## src/rtl/core/assert_macros.svh

```systemverilog
// ----------------------------------------------------------------------------
// assert_macros.svh
// Shared concurrent assertion macros for the wait queue RTL.
// ----------------------------------------------------------------------------
`ifndef ASSERT_MACROS_SVH
`define ASSERT_MACROS_SVH

// Same-cycle implication, disabled while reset is asserted (active low)
`define PWQ_ASSERT_IMPLY(label, clk, rst_n, ante, cons, msg) \
  label: assert property (@(posedge clk) disable iff (!(rst_n)) (ante) |-> (cons)) \
    else $error(msg);

// Next-cycle implication, disabled while reset is asserted (active low)
`define PWQ_ASSERT_NEXT(label, clk, rst_n, ante, cons, msg) \
  label: assert property (@(posedge clk) disable iff (!(rst_n)) (ante) |=> (cons)) \
    else $error(msg);

`endif

```

## src/rtl/core/pwq_pkg.sv

```systemverilog
`timescale 1ns / 1ps
// ----------------------------------------------------------------------------
// pwq_pkg
// Types, constants and helpers for the priority wait queue resource grant.
// ----------------------------------------------------------------------------
package pwq_pkg;

  // Queue storage depth
  localparam int QUEUE_DEPTH = 32;
  localparam int IDX_W       = $clog2(QUEUE_DEPTH);
  localparam int CNT_W       = $clog2(QUEUE_DEPTH + 1);

  // Fixed payload widths
  localparam int REQ_W  = 2;
  localparam int ID_W   = 12;
  localparam int PRIO_W = 8;
  localparam int WAIT_W = 6;

  // Request type codes
  localparam logic [REQ_W-1:0] REQ_JOB      = 2'd0;
  localparam logic [REQ_W-1:0] REQ_DISPATCH = 2'd1;
  localparam logic [REQ_W-1:0] REQ_DEREG    = 2'd2;

  // One queue entry as stored in the RAM
  typedef struct packed {
    logic [ID_W-1:0]   id;
    logic [PRIO_W-1:0] prio;
  } pwq_entry_t;

  localparam int ENTRY_W = $bits(pwq_entry_t);

  // RAM access from the controller
  typedef struct packed {
    logic             we;
    logic [IDX_W-1:0] waddr;
    pwq_entry_t       wdata;
    logic [IDX_W-1:0] raddr;
  } pwq_mem_req_t;

  // One result item
  typedef struct packed {
    logic              granted_valid;
    logic [ID_W-1:0]   granted_id;
    logic              queue_was_empty;
    logic              job_terminated;
    logic              request_dropped;
    logic              resource_busy_now;
    logic [WAIT_W-1:0] waiting_count;
  } pwq_result_t;

  // Logical queue position to physical RAM slot (circular buffer)
  function automatic logic [IDX_W-1:0] pwq_phys(input logic [IDX_W-1:0] base,
                                                input logic [IDX_W-1:0] offs);
    logic [IDX_W:0] sum;
    sum = {1'b0, base} + {1'b0, offs};
    if (sum >= (IDX_W+1)'(QUEUE_DEPTH)) begin
      sum = sum - (IDX_W+1)'(QUEUE_DEPTH);
    end
    return sum[IDX_W-1:0];
  endfunction

endpackage

```

## src/rtl/core/priority_wait_queue_resource_grant.sv

```systemverilog
`timescale 1ns / 1ps
// ----------------------------------------------------------------------------
// priority_wait_queue_resource_grant
// Single shared resource guarded by a priority-sorted wait queue held in RAM.
// ----------------------------------------------------------------------------
//   channel  | ports                                 | transfer
//   ---------+---------------------------------------+--------------------------
//   request  | start, busy, in_req_type/task_id/prio | start && !busy at clk
//   result   | out_valid, out_*                      | out_valid, one cycle
//
// Dispatch reads the head from the entry RAM and answers from S_POP.
// Deregister, full, empty, termination and unused-code requests, and a
// job into an empty queue, are answered straight from S_IDLE. Queuing a
// job behind other entries walks from the tail toward its slot, one RAM
// read-and-shift per cycle. The result is registered and shows in the
// cycle after the last step; a new request may be taken in that same
// cycle. Reset is synchronous, active low, and empties the queue at once.
// The receiver cannot stall the result.
// ----------------------------------------------------------------------------
`include "assert_macros.svh"

module priority_wait_queue_resource_grant (
  input  logic                       clk,
  input  logic                       rst_n,
  input  logic                       start,
  output logic                       busy,
  input  logic [pwq_pkg::REQ_W-1:0]  in_req_type,
  input  logic [pwq_pkg::ID_W-1:0]   in_task_id,
  input  logic [pwq_pkg::PRIO_W-1:0] in_priority_req,
  output logic                       out_valid,
  output logic                       out_granted_valid,
  output logic [pwq_pkg::ID_W-1:0]   out_granted_id,
  output logic                       out_queue_was_empty,
  output logic                       out_job_terminated,
  output logic                       out_request_dropped,
  output logic                       out_resource_busy_now,
  output logic [pwq_pkg::WAIT_W-1:0] out_waiting_count
);

  import pwq_pkg::*;

  pwq_mem_req_t mem_req;
  pwq_entry_t   mem_rdata;
  logic         res_valid;
  pwq_result_t  res;
  logic         out_valid_r;
  pwq_result_t  res_r;

  // Sequencer
  pwq_ctrl u_ctrl (
    .clk          (clk),
    .rst_n        (rst_n),
    .start        (start),
    .req_type     (in_req_type),
    .task_id      (in_task_id),
    .priority_req (in_priority_req),
    .busy         (busy),
    .mem_req      (mem_req),
    .mem_rdata    (mem_rdata),
    .res_valid    (res_valid),
    .res          (res)
  );

  // Queue entry storage
  pwq_ram #(
    .WIDTH (ENTRY_W),
    .DEPTH (QUEUE_DEPTH)
  ) u_ram (
    .clk   (clk),
    .we    (mem_req.we),
    .waddr (mem_req.waddr),
    .wdata (mem_req.wdata),
    .raddr (mem_req.raddr),
    .rdata (mem_rdata)
  );

  // Result register
  always_ff @(posedge clk) begin
    if (!rst_n) begin
      out_valid_r <= 1'b0;
    end else begin
      out_valid_r <= res_valid;
    end
  end

  always_ff @(posedge clk) begin
    if (res_valid) begin
      res_r <= res;
    end
  end

  assign out_valid             = out_valid_r;
  assign out_granted_valid     = res_r.granted_valid;
  assign out_granted_id        = res_r.granted_id;
  assign out_queue_was_empty   = res_r.queue_was_empty;
  assign out_job_terminated    = res_r.job_terminated;
  assign out_request_dropped   = res_r.request_dropped;
  assign out_resource_busy_now = res_r.resource_busy_now;
  assign out_waiting_count     = res_r.waiting_count;

  // Checks
  `PWQ_ASSERT_NEXT(a_accept_progress, clk, rst_n,
    start && !busy, out_valid || busy,
    "accepted request neither answered nor in progress")
  `PWQ_ASSERT_IMPLY(a_grant_busy, clk, rst_n,
    out_valid && out_granted_valid, out_resource_busy_now && !out_queue_was_empty,
    "grant without busy resource")
  `PWQ_ASSERT_IMPLY(a_term_idle, clk, rst_n,
    out_valid && out_job_terminated, !out_resource_busy_now && !out_granted_valid,
    "termination left resource busy")

endmodule

```

## src/rtl/core/pwq_ram.sv

```systemverilog
`timescale 1ns / 1ps
// ----------------------------------------------------------------------------
// pwq_ram
// Generic simple dual-port RAM: one write port, one read port, registered read.
// ----------------------------------------------------------------------------
module pwq_ram #(
  parameter int WIDTH = 8,
  parameter int DEPTH = 16
) (
  input  logic                     clk,
  input  logic                     we,
  input  logic [$clog2(DEPTH)-1:0] waddr,
  input  logic [WIDTH-1:0]         wdata,
  input  logic [$clog2(DEPTH)-1:0] raddr,
  output logic [WIDTH-1:0]         rdata
);

  logic [WIDTH-1:0] mem [DEPTH];
  logic [WIDTH-1:0] rdata_r;

  // Write port and registered read port
  always_ff @(posedge clk) begin
    if (we) begin
      mem[waddr] <= wdata;
    end
    rdata_r <= mem[raddr];
  end

  assign rdata = rdata_r;

endmodule

```

## src/rtl/core/pwq_ctrl.sv

```systemverilog
`timescale 1ns / 1ps
// ----------------------------------------------------------------------------
// pwq_ctrl
// Request sequencer: grant state, circular queue pointers and the backward
// insertion walk over the entry RAM.
// ----------------------------------------------------------------------------
module pwq_ctrl (
  input  logic                         clk,
  input  logic                         rst_n,
  input  logic                         start,
  input  logic [pwq_pkg::REQ_W-1:0]    req_type,
  input  logic [pwq_pkg::ID_W-1:0]     task_id,
  input  logic [pwq_pkg::PRIO_W-1:0]   priority_req,
  output logic                         busy,
  output pwq_pkg::pwq_mem_req_t        mem_req,
  input  pwq_pkg::pwq_entry_t          mem_rdata,
  output logic                         res_valid,
  output pwq_pkg::pwq_result_t         res
);

  import pwq_pkg::*;

  typedef enum logic [3:0] {
    S_IDLE = 4'b0001,
    S_WALK = 4'b0010,
    S_LAST = 4'b0100,
    S_POP  = 4'b1000
  } pwq_state_t;

  pwq_state_t        state_r, state_nxt;
  logic [CNT_W-1:0]  fill_r, fill_nxt;
  logic [IDX_W-1:0]  head_r, head_nxt;
  logic [IDX_W-1:0]  cur_r, cur_nxt;
  logic              rbusy_r, rbusy_nxt;
  logic [ID_W-1:0]   owner_r, owner_nxt;
  pwq_entry_t        new_r, new_nxt;
  logic              move;

  assign busy = (state_r != S_IDLE);

  // Walk step: does the entry under the cursor shift up one slot?
  always_comb begin
    if (cur_r != '0) begin
      move = (mem_rdata.prio >= new_r.prio);
    end else begin
      move = (mem_rdata.prio > new_r.prio);
    end
  end

  // Next-state and RAM access
  always_comb begin
    state_nxt = state_r;
    fill_nxt  = fill_r;
    head_nxt  = head_r;
    cur_nxt   = cur_r;
    rbusy_nxt = rbusy_r;
    owner_nxt = owner_r;
    new_nxt   = new_r;
    mem_req   = '0;
    res_valid = 1'b0;
    res       = '0;

    unique case (state_r)
      S_IDLE: begin
        mem_req.raddr = head_r;
        if (start) begin
          new_nxt.id   = task_id;
          new_nxt.prio = priority_req;
          unique case (req_type)
            REQ_JOB: begin
              if (rbusy_r && (owner_r == task_id)) begin
                rbusy_nxt          = 1'b0;
                owner_nxt          = '0;
                res.job_terminated = 1'b1;
                res_valid          = 1'b1;
              end else if (fill_r == CNT_W'(QUEUE_DEPTH)) begin
                res.request_dropped = 1'b1;
                res_valid           = 1'b1;
              end else if (fill_r == '0) begin
                mem_req.we         = 1'b1;
                mem_req.waddr      = head_r;
                mem_req.wdata.id   = task_id;
                mem_req.wdata.prio = priority_req;
                fill_nxt           = CNT_W'(1);
                res_valid          = 1'b1;
              end else begin
                // start at the tail and walk toward the head
                cur_nxt       = IDX_W'(fill_r - CNT_W'(1));
                mem_req.raddr = pwq_phys(head_r, IDX_W'(fill_r - CNT_W'(1)));
                state_nxt     = S_WALK;
              end
            end
            REQ_DISPATCH: begin
              if (fill_r == '0) begin
                res.queue_was_empty = 1'b1;
                res_valid           = 1'b1;
              end else begin
                state_nxt = S_POP;
              end
            end
            REQ_DEREG: begin
              if (owner_r == task_id) begin
                rbusy_nxt = 1'b0;
              end
              res_valid = 1'b1;
            end
            default: begin
              res_valid = 1'b1;
            end
          endcase
        end
      end
      S_WALK: begin
        // prefetch the next lower entry; unused once the walk stops
        mem_req.raddr = pwq_phys(head_r, cur_r - IDX_W'(1));
        mem_req.we    = 1'b1;
        mem_req.waddr = pwq_phys(head_r, cur_r + IDX_W'(1));
        if (move) begin
          mem_req.wdata = mem_rdata;
          if (cur_r == '0) begin
            state_nxt = S_LAST;
          end else begin
            cur_nxt = cur_r - IDX_W'(1);
          end
        end else begin
          mem_req.wdata = new_r;
          fill_nxt      = fill_r + CNT_W'(1);
          state_nxt     = S_IDLE;
          res_valid     = 1'b1;
        end
      end
      S_LAST: begin
        // new entry becomes the head
        mem_req.we    = 1'b1;
        mem_req.waddr = head_r;
        mem_req.wdata = new_r;
        fill_nxt      = fill_r + CNT_W'(1);
        state_nxt     = S_IDLE;
        res_valid     = 1'b1;
      end
      S_POP: begin
        owner_nxt         = mem_rdata.id;
        rbusy_nxt         = 1'b1;
        head_nxt          = pwq_phys(head_r, IDX_W'(1));
        fill_nxt          = fill_r - CNT_W'(1);
        res.granted_valid = 1'b1;
        res.granted_id    = mem_rdata.id;
        state_nxt         = S_IDLE;
        res_valid         = 1'b1;
      end
      default: begin
        state_nxt = S_IDLE;
      end
    endcase

    // status after this step
    res.resource_busy_now = rbusy_nxt;
    res.waiting_count     = WAIT_W'(fill_nxt);
  end

  // Control state
  always_ff @(posedge clk) begin
    if (!rst_n) begin
      state_r <= S_IDLE;
      fill_r  <= '0;
      head_r  <= '0;
      rbusy_r <= 1'b0;
      owner_r <= '0;
    end else begin
      state_r <= state_nxt;
      fill_r  <= fill_nxt;
      head_r  <= head_nxt;
      rbusy_r <= rbusy_nxt;
      owner_r <= owner_nxt;
    end
  end

  // Request payload and walk cursor
  always_ff @(posedge clk) begin
    cur_r <= cur_nxt;
    new_r <= new_nxt;
  end

endmodule
```

## config.mk

```make
export PLATFORM = sky130hd
export DESIGN_NAME = priority_wait_queue_resource_grant
export DESIGN_NICKNAME = d
export VERILOG_FILES = /design/src/rtl/core/pwq_pkg.sv /design/src/rtl/core/priority_wait_queue_resource_grant.sv /design/src/rtl/core/pwq_ram.sv /design/src/rtl/core/pwq_ctrl.sv
export VERILOG_INCLUDE_DIRS = /design/src /design/src/rtl/core
export SDC_FILE = /design/constraint.sdc
export NUM_CORES = 1
export LEC_CHECK = 0
export BUFFER_PORTS_ARGS = -buffer_cell sky130_fd_sc_hd__buf_4
export CAP_MARGIN = 5
export CORE_MARGIN = 10
export CORE_UTILIZATION = 25
export CTS_BUF_LIST = sky130_fd_sc_hd__clkbuf_8
export CTS_CLUSTER_SIZE = 12
export DETAILED_ROUTE_END_ITERATION = 12
export PLACE_DENSITY = 0.5
export REMOVE_ABC_BUFFERS = 1
export SYNTH_ARGS = -nofsm -noshare
export SYNTH_HDL_FRONTEND = slang
export SYNTH_SLANG_ARGS = --single-unit
```

## constraint.sdc

```tcl
create_clock -name clk -period 3.9 [get_ports clk]
set_clock_uncertainty 0.2 [all_clocks]
set_input_delay 0 -clock clk [delete_from_list [all_inputs] [get_ports clk]]
set_output_delay 0 -clock clk [all_outputs]
set_load 0.05 [all_outputs]
```

## Yosys cells after proc, flatten, opt, wreduce, memory -nomap -nowiden

Memory sizes are Yosys's and may differ from the RTL's. A register that Yosys moved wholly into a read port is not among the register bits.
Cells that the tools add are included.

| storage, ports and cells | value |
|---|---|
| RAM bits | 640 |
| bits in registers | 77 |
| output and inout bits | 25 |
| memories | 1 |

| operators by class | value |
|---|---|
| equal/unequal tests | 23 |
| muxes and demuxes | 59 |
| add/subtract/negate cells | 12 |
| reductions and logical operators | 15 |
| bitwise logic cells | 3 |
| order comparisons | 6 |

Memories:

| memory | words | width | read ports | clocked after memory_dff | write ports | line | source |
|---|---|---|---|---|---|---|---|
| u_ram.mem | 32 | 20 | 1 | 1 | 1 | pwq_ram.sv:18 | `logic [WIDTH-1:0] mem [DEPTH];` |

Operator list:

| cell | count |
|---|---|
| 2-to-1 mux 31 bit | 4 |
| case mux 26 bit (3 select lines) | 1 |
| 2-to-1 mux 5 bit | 12 |
| 2-to-1 mux 12 bit | 3 |
| 2-to-1 mux 6 bit | 6 |
| 2-to-1 mux 4 bit | 7 |
| 2-to-1 mux 26 bit | 1 |
| subtractor 5 x 1 -> 5 bit, second input constant | 5 |
| greater-or-equal comparator 6 bit, second input constant | 4 |
| case mux 12 bit (2 select lines) | 1 |
| case mux 6 bit (4 select lines) | 1 |
| 2-to-1 mux 20 bit | 1 |
| case mux 5 bit (2 select lines) | 2 |
| adder 5 x 5 -> 6 bit | 3 |
| inequality test 3 bit, second input constant | 6 |
| case mux 4 bit (2 select lines) | 2 |
| 2-to-1 mux 1 bit | 13 |
| 2-to-1 mux 13 bit | 1 |
| == test 12 bit | 1 |
| inequality test 2 bit, second input constant | 6 |
| greater-or-equal comparator 8 bit | 1 |
| greater-than comparator 8 bit | 1 |
| AND reduction 8 bit | 1 |
| AND reduction 7 bit | 1 |
| 27 further kinds | 34 |

## Longest topological paths before layout

Gate-level depths: netlist of run 1.

| logic depth | value |
|---|---|
| word-level depth | 12 |
| gate-level depth with buffers | 16 |

## Cells and area by module

Synthesis of run 1 repeated with hierarchy kept, for this count alone.

| unflattened totals | value |
|---|---|
| cell total of the unflattened synthesis | 1,889 |
| area, all modules | 30,140.2 um^2 |

By module, submodules not included:

| module | instances | area each (um^2) | sequential area each (um^2) | cells an instance |
|---|---|---|---|---|
| pwq_ram | 1 | 25,553.3 | 19,618.8 | 1,414 |
| pwq_ctrl | 1 | 3,870.0 | 1,311.3 | 450 |
| priority_wait_queue_resource_grant | 1 | 716.9 | 710.7 | 25 |

## Least setup slack after synthesis of run 1

Ideal clock, no wire load.

| timing path | value |
|---|---|
| kind | register to register |
| start | register u_ctrl.cur_r[0] |
| end | memory u_ram.mem[0][0] in the netlist's numbering (enable) |
| stages on the path, launching flop included | 12 |
| setup slack | -65 ps |
| path buffers | 0 |
| setup time | 397 ps |
| clock period less this slack | 3,965 ps |
| data arrival time | 3,369 ps |
| path through | edfxtp_1 > inv_1 > ha_1 > fa_1 > a21o_1 > a21oi_1 > xnor2_1 > and2_1 > o21ai_0 > o31ai_1 > or2_2 > nor2_1 |

| between the ends | value |
|---|---|
| word-level cells in the longest chain between the ends | 5 |
| elaborated cells on any way between the ends | 6 |
| those cells by class | 3 x add/sub; 1 x order compare; 2 x mux |

RTL lines:

| what | line | source |
|---|---|---|
| start: declaration | pwq_ctrl.sv:33 | `logic [IDX_W-1:0] cur_r, cur_nxt;` |
| start signal: assignment | pwq_ctrl.sv:180 | `cur_r <= cur_nxt;` |
| adder 5 x 1 -> 5 bit (*) | pwq_ctrl.sv:117 | `mem_req.waddr = pwq_phys(head_r, cur_r + IDX_W'(1));` |
| adder 5 x 5 -> 6 bit (*) | pwq_pkg.sv:55 | `sum = {1'b0, base} + {1'b0, offs};` |
| subtractor 5 x 1 -> 5 bit / greater-or-equal comparator 6 bit (equally long branches) | pwq_pkg.sv:57, pwq_pkg.sv:56 |  |
| 2-to-1 mux 5 bit (*) | pwq_pkg.sv:56 | `if (sum >= (IDX_W+1)'(QUEUE_DEPTH)) begin` |
| case mux 26 bit (3 select lines) (*) | pwq_ctrl.sv:63 | `unique case (state_r)` |
| end: declaration | pwq_ram.sv:18 |  |

Every way passes the cells marked *; elsewhere a longest branch is shown, timed or not.

## Worst setup path after layout of run 1

| timing path | value |
|---|---|
| start | register u_ctrl.fill_r[0] |
| end | register u_ram.rdata_r[18], in the netlist u_ram.rdata[18] (read register of u_ram.mem) |

| between the ends | value |
|---|---|
| word-level cells in the longest chain between the ends | 10 |
| elaborated cells on any way between the ends | 13 |
| those cells by class | 3 x add/sub; 1 x order compare; 1 x eq/ne; 7 x mux; 1 x reduce/logical |

RTL lines:

| what | line | source |
|---|---|---|
| start: declaration | pwq_ctrl.sv:31 | `logic [CNT_W-1:0] fill_r, fill_nxt;` |
| start signal: assignment | pwq_ctrl.sv:171 | `fill_r <= fill_nxt;` |
| subtractor 6 x 1 -> 6 bit | pwq_ctrl.sv:89 | `mem_req.raddr = pwq_phys(head_r, IDX_W'(fill_r - CNT_W'(1)));` |
| adder 5 x 5 -> 6 bit | pwq_pkg.sv:55 |  |
| subtractor 5 x 1 -> 5 bit / greater-or-equal comparator 6 bit (equally long branches) | pwq_pkg.sv:57, pwq_pkg.sv:56 |  |
| 2-to-1 mux 5 bit | pwq_pkg.sv:56 |  |
| 2-to-1 mux 5 bit | pwq_ctrl.sv:79 | `end else if (fill_r == '0) begin` |
| 2-to-1 mux 31 bit (*) | pwq_ctrl.sv:76 | `end else if (fill_r == CNT_W'(QUEUE_DEPTH)) begin` |
| 2-to-1 mux 31 bit (*) | pwq_ctrl.sv:71 | `if (rbusy_r && (owner_r == task_id)) begin` |
| 2-to-1 mux 31 bit (*) | pwq_ctrl.sv:69 | `unique case (req_type)` |
| 2-to-1 mux 31 bit (*) | pwq_ctrl.sv:66 | `if (start) begin` |
| case mux 5 bit (2 select lines) (*) | pwq_ctrl.sv:63 |  |
| end: declaration | pwq_ram.sv:19 | `logic [WIDTH-1:0] rdata_r;` |

Marks and branches as above.
A chain may end at the register's enable or synchronous reset.

==> metrics.txt, run 1 <==
Avg Cell Area, Syn 14.60 sq um; Async S/R FF share, synth 0; Non-Filler Instances 4058; Post-synth EDFFs 688; Critical Path AT 4.26 ns; number of remaining DRC errors 0; Vias/cell 4.644; Worst Path Max Fanout 14; final setup violation count 0; final WL 84420 um; Power Density 422.3 nW/um^2; layout cells sized above 1 0.1963; final-report hold violation count 0; sequential area share after synthesis 0.7129; Layout Area Growth over Synthesis 22.55%; Post-Syn Area 30360 sq um; Gate Count Post-Synth 2079; num rows 127; dpl cell area 34370 sq um; Iter 0 DRT Violations 1433; Die W 368.5 um; Worst-path clk slew 0.07 ns; Via Count 18.85k; worst r2r path cells 15; largest net degree at the start of global routing 56; Overflow after GRT 0; flops & latches, synth 737; fin crit period 3.807 ns; Leakage Power 12.65 nW; R2R setup slack 0.09 ns; CP startpoint kind register; Worst slew margin 0.4632; HPWL Detailed 53470 um; hold wc startpoint in_req_type[1]; Crit. End Element register; Tot Pwr 15.71 mW; DIE HEIGHT 368.5 um; FF-to-FF Start u_ctrl.fill_r[0]; Max-cap violations 0; kind of critical path reg -> reg; Min Hold Slack 0.09952 ns; Unique masters post-synth 73; Achievable Freq 0.2627 GHz; # IOs 50; initial antenna violation count 3; first-pass GRT wire length 124300 um; CTS tree done; Initial Util 0.2524; Ys Warns 0; crit path launch u_ctrl.fill_r[0]; die area 135800 sq um; Hold/Removal Path Class in -> reg; TritonRoute pass-1 iters 5; Crit path required time 4.36 ns; critical path endpoint u_ram.rdata[18]; Num CTS Buffers 116; worst-margin pin slew 0.8043 ns; Core Box Area 120300 sq um; RSZ-0062 raised after global routing no; fin crit share 0.9762; top_reg_cell synth edfxtp_1; status complete, no violations; clock latency on the worst-skew pair 0.77 ns; Slew Limit Fails 0; post-route cell area 37200 sq um; drt wl/cell 20.80 um; setup_tns 0 ns; DP Cell Count 3790; CTS max path bufs 3; nets@finish 2401; GRT Overall Usage 0.1197; IO Port Bufs 49; Routed Antenna Nets 0; final RePlAce weighted congestion 0.8579; VDD IR max 0.0002584 V; FF-to-FF End u_ram.rdata[18]; Sink Count 737; number of global-route vias before repair 18.83k; H-tree levels 3; CTS root buffer clkbuf_8
cell usage in the layout (no fill, tap or decap), drive strengths merged, types with 4 or more instances in the layout:
| cell type | instances |
|---|---|
| and3 | 5 |
| buf | 227 |
| o221a | 21 |
| a21oi | 30 |
| dfxtp | 49 |
| nor4 | 25 |
| a311oi | 57 |
| a221oi | 39 |
| clkinv | 36 |
| ha | 25 |
| nor4b | 4 |
| o22ai | 39 |
| o21ai | 22 |
| nor2 | 61 |
| nand2 | 349 |
| and2 | 29 |
| nor3 | 12 |
| edfxtp | 688 |
| nand2b | 8 |
| a32oi | 21 |
| clkbuf | 124 |
| nor3b | 5 |
| a21o | 11 |
| xnor2 | 12 |
| dlygate4sd3 | 51 |
| o21a | 5 |
| nand3 | 126 |
| nor2b | 14 |
| inv | 77 |
| or2 | 6 |
| nand4 | 11 |
| xor2 | 22 |
| mux2i | 128 |
| a22oi | 23 |
| mux2 | 41 |
synthesized netlist by cell type (19+ instances only):
master	count	area share
dfxtp_1	49	0.032
buf_2	59	0.0097
o221a_1	20	0.0074
xor2_1	22	0.0063
nand2_1	346	0.043
a311oi_1	57	0.016
nand3_1	126	0.021
clkbuf_1	40	0.0049
nor4_2	19	0.0078
a21oi_1	30	0.0049
o22ai_1	39	0.0080
mux2_1	29	0.011
a22oi_1	23	0.0057
and2_1	29	0.0060
ha_1	25	0.010
a221oi_1	39	0.011
inv_1	27	0.0033
a32oi_1	21	0.0061
mux2i_1	128	0.042
nor2_1	59	0.0073
edfxtp_1	688	0.68
what timing repair did:
item | 4_1_cts | 5_1_grt
resized for setup | 0 | 14
hold endpoints to repair | 741 | 0
setup endpoints to repair | 0 | 346
buffers inserted | 0 | 1
hold buffers | 51 | 0
metrics by stage:
stage,setup WS [ns],util
after floorplan,-2.107,-
after global placement,-0.008362,0.2857
after detailed placement,-0.006752,0.2857
after CTS,0.01409,0.3087
after global routing,0.0008620,0.3093
final,0.09301,0.3093
registers in the layout, indices dropped and copies added (netlist names):
| name | cells |
|---|---|
| u_ram.rdata | 20 |
| out_job_terminated | 1 |
| u_ctrl.cur_r | 5 |
| u_ctrl.owner_r | 12 |
| u_ctrl.new_r | 20 |
| out_request_dropped | 1 |
| u_ctrl.head_r | 5 |
| u_ctrl.state_r | 4 |
| u_ctrl.rbusy_r | 1 |
| out_granted_id | 12 |
| out_queue_was_empty | 1 |
| out_granted_valid | 1 |
| out_waiting_count | 6 |
| out_resource_busy_now | 1 |
| u_ctrl.fill_r | 6 |
| u_ram.mem | 640 |
| out_valid | 1 |
power breakdown:
| part | leakage [nW] | switching, mW | internal, mW |
|---|---|---|---|
| Sequential | 6.79 | 0.0355 | 8.66 |
| Combinational | 4.55 | 0.445 | 0.253 |
| Clock | 1.31 | 3.14 | 3.18 |
| Total | 12.7 | 3.62 | 12.1 |
routing by layer:
layer  vias up  global-route usage  wire length (um)  part of all wire
met1      9557              0.1662             38650              0.46
met2       582              0.1876             38600              0.46
met5         -                   0                10           0.00012
met4         2             0.04118              2413             0.029
met3       154             0.01993              4742             0.056
li1       8551                   -                 -                 -
cell families after synthesis:
kind of cell | Yosys count | synth area share
flops | 737 | 0.7129
compound gates | 295 | 0.07613
simple gates | 661 | 0.1048
mux | 169 | 0.05741
buf+inv | 155 | 0.02667
xor+xnor | 34 | 0.009809
fa+ha+maj | 28 | 0.01228
critical path: stages (launching register included):
cell	delay, ns
dfxtp_1	0.33
inv_1	0.10
ha_1	0.34
inv_1	0.10
fa_1	0.42
a21o_1	0.17
a21oi_1	0.17
xor2_1	0.11
and4_1	0.26
o32a_1	0.38
nor3_4	0.27
buf_12	0.20
buf_4	0.17
o221a_2	0.22
o21ai_1	0.14
o2111a_1	0.15
worst min-delay path by stage:
stage                                    to  slack [ns]  cells after the start
final                     u_ctrl.state_r[0]         0.1                      6
after global routing      u_ctrl.state_r[0]        0.08                      6
after CTS                 u_ctrl.state_r[0]       0.007                      6
after detailed placement    u_ctrl.new_r[7]      -0.001                      1
after global placement      u_ctrl.new_r[7]      -0.005                      1
after floorplan             u_ctrl.new_r[0]       -0.10                      0
final cells by class:
class,count,area (sq um)
Antenna cell,1,2.502
Fill cell,11960,83090
Sequential cell,737,21640
Clock inverter,91,549.3
Clock buffer,124,1707
Timing Repair Buffer,278,3082
Multi-Input combinational cell,1187,8099
Inverter,28,105.1
Tap cell,1612,2017
(Power assumes the default switching activity.)
==> run 2: changes to the inputs <==
--- a/config.mk
+++ b/config.mk
@@ -9,11 +9,11 @@
 export BUFFER_PORTS_ARGS = -buffer_cell sky130_fd_sc_hd__buf_4
 export CAP_MARGIN = 5
 export CORE_MARGIN = 10
-export CORE_UTILIZATION = 25
+export CORE_UTILIZATION = 59
 export CTS_BUF_LIST = sky130_fd_sc_hd__clkbuf_8
 export CTS_CLUSTER_SIZE = 12
 export DETAILED_ROUTE_END_ITERATION = 12
-export PLACE_DENSITY = 0.5
+export PLACE_DENSITY = 0.88
 export REMOVE_ABC_BUFFERS = 1
 export SYNTH_ARGS = -nofsm -noshare
 export SYNTH_HDL_FRONTEND = slang
==> run 2 against run 1 <==
  * Via count up 6.8%
  * Non-clock buffer count is 38 lower
  * Critical path type unchanged
  * Global-route usage rose by 15 points
  * Routed wire length is 1.3% lower
  * Critical endpoint is now u_ram.rdata[10]
  * Sequential share of layout area is 2.7 points higher
  * Die area shrank 55%
==> metrics.txt, run 2 (synthesized netlist as in run 1, its figures left out) <==
status complete, no violations; fin crit share 0.9843 (+0.008177); Via Count 20.13k (+6.8%); Max stage delay on crit path 0.58 ns (+0.16 ns); IO Port Bufs 49 (unchanged); Die W 246.8 um (-33%); Max-cap violations 0 (unchanged); VDD IR max 0.0002765 V (+7.0%); Setup WS post-layout 0.06111 ns (-0.03189 ns); Hold/Removal Path Class in -> reg; die area 60930 sq um (-55%); FF-to-FF Start u_ctrl.fill_r[1]; Num CTS Buffers 113 (-2.6%); RSZ-0062 raised after global routing no; Crit path required time 4.30 ns (-0.06 ns); final setup violation count 0 (unchanged); Worst Path Max Fanout 14 (unchanged); Leakage Power 12.39 nW (-2.1%); Most flops, register u_ram.mem; CTS root buffer clkbuf_8; Routed Antenna Nets 0 (unchanged); DIE HEIGHT 246.8 um (-33%); Tot Pwr 15.73 mW (+0.11%); Critical Path AT 4.24 ns (-0.02 ns); # IOs 50 (unchanged); number of global-route vias before repair 20.21k (+7.3%); fin crit period 3.839 ns (+0.03189 ns); Slowest-stage cell, CP a221oi_1; Worst slew margin 0.2872 (-0.1760); Slew Limit Fails 0 (unchanged); kind of critical path reg -> reg; Crit. End Element register; num rows 83 (-35%); CTS tree done; Achievable Freq 0.2605 GHz (-0.83%); final-report hold violation count 0 (unchanged); max reg flops 640 (unchanged); drt wl/cell 27.03 um (+30%); worst r2r path cells 10 (-5); critical path, cell by cell inv_1 > ha_1 > inv_1 > fa_1 > a31oi_4 > nand2_8 > mux2_1 > a221oi_1 > o221a_1 > nor4_2; CP startpoint kind register; largest net degree at the start of global routing 58 (+3.6%); worst-margin pin slew 1.068 ns (+0.2637 ns); Initial Util 0.5941 (+0.3418); most common cell after layout, fill and taps aside edfxtp_1; TritonRoute pass-1 iters 8 (+3); Layout Area Growth over Synthesis 17.13%; Overflow after GRT 0 (unchanged); Vias/cell 6.530 (+41%); hold endpoint u_ctrl.state_r[0]; initial antenna violation count 2 (-1); final WL 83350 um (-1.3%); CTS max path bufs 3 (unchanged); Iter 0 DRT Violations 2676 (+87%); number of remaining DRC errors 0 (unchanged); GRT Overall Usage 0.2712 (+0.1515); Place WS 0.1764 ns (+0.1831 ns); Most common cell on crit path inv_1; clock latency on the worst-skew pair 0.75 ns (-0.02 ns); most frequent cells in the layout 688 x edfxtp_1, 343 x nand2_1, 132 x buf_4, 128 x mux2i_1, 126 x nand3_1; first-pass GRT wire length 124200 um (-0.11%); layout cells sized above 1 0.1844 (-0.01189); Worst-path clk slew 0.07 ns (about the same); post-route cell area 35560 sq um (-4.4%); hold depth 5 (-1); hold wc startpoint start; dpl cell area 32770 sq um (-4.7%); H-tree levels 3 (unchanged); FF-to-FF End u_ram.rdata[10]; Core Box Area 51090 sq um (-58%); R2R setup slack 0.06 ns (-0.03 ns); HPWL Detailed 49370 um (-7.7%); Power Density 442.3 nW/um^2 (+4.7%); final RePlAce weighted congestion 0.9987 (+16%); Sink Count 737 (unchanged); nets@finish 2361 (-1.7%)
-- run 2: changes by cell type in the layout (fill, tap and decap cells not counted), sizes merged --
cell and change:
buf -37, inv -12, bufinv +3, clkinv +2
clkinvlp +1, dlygate4sd3 -1, nand2 +1
-- run 2: worst max path at each step --
stage	start	endpoint	slack [ns]
6_report	u_ctrl.fill_r[1]	u_ram.rdata[10]	0.06
5_1_grt	u_ctrl.fill_r[1]	u_ram.rdata[18]	0.0004
4_1_cts	u_ctrl.cur_r[0]	u_ram.mem[27][7]	0.14
3_5_place_dp	u_ctrl.fill_r[1]	u_ram.rdata[18]	0.18
3_3_place_gp	u_ctrl.fill_r[1]	u_ram.rdata[18]	0.24
2_1_floorplan	u_ctrl.fill_r[0]	u_ram.rdata[0]	-2.11
-- run 2: metrics by stage --
stage          setup TNS [ns]  std cells  hold slack, ns  utilization
2_1_floorplan         -383.11       1952         -0.1011            -
3_3_place_gp                0       2821       -0.005720       0.6413
3_5_place_dp                0       2821       -0.002933       0.6413
4_1_cts                     0       3080         0.03649       0.6948
5_1_grt                     0       3083          0.1743       0.6959
6_report                    0       3083          0.1076       0.6959
-- run 2: critical path, delay by kind of cell (launching register included) --
kind	cells	cell delay, ns
AND/OR/NAND/NOR	2	0.28
flip-flops	1	0.43
AO/OA/AOI/OAI	3	1.26
buffers and inverters	2	0.27
adder cells (fa/ha/maj)	2	0.79
multiplexers	1	0.44
-- run 2: metal layers --
layer	track usage	vias up	part of all wire
met2	0.4406	1536	0.48
li1	-	8463	-
met4	0.1526	2	0.064
met3	0.06679	307	0.11
met1	0.3290	9825	0.35
met5	0	-	0.00044
-- run 2: cell type report --
| cell class | count | area, sq um |
|---|---|---|
| Clock buffer | 124 | 1707 |
| Fill cell | 3051 | 15540 |
| Timing Repair Buffer | 240 | 2644 |
| Inverter | 28 | 105.1 |
| Tap cell | 680 | 850.8 |
| Multi-Input combinational cell | 1188 | 8083 |
| Sequential cell | 737 | 21640 |
| Clock inverter | 85 | 525.5 |
| Antenna cell | 1 | 2.502 |
-- run 2: what timing repair did --
| item | CTS | global route |
|---|---|---|
| endpoints found under the setup margin | 0 | 187 |
| buffers inserted | 0 | 1 |
| gates resized for setup | 0 | 8 |
| hold buffers | 50 | 0 |
| hold endpoints to repair | 721 | 0 |
-- run 2: where the power goes --
part | internal [mW] | total [mW] | switching (mW)
clock | 3.32 | 6.36 | 3.04
combinational | 0.230 | 0.667 | 0.437
sequential | 8.66 | 8.70 | 0.0387
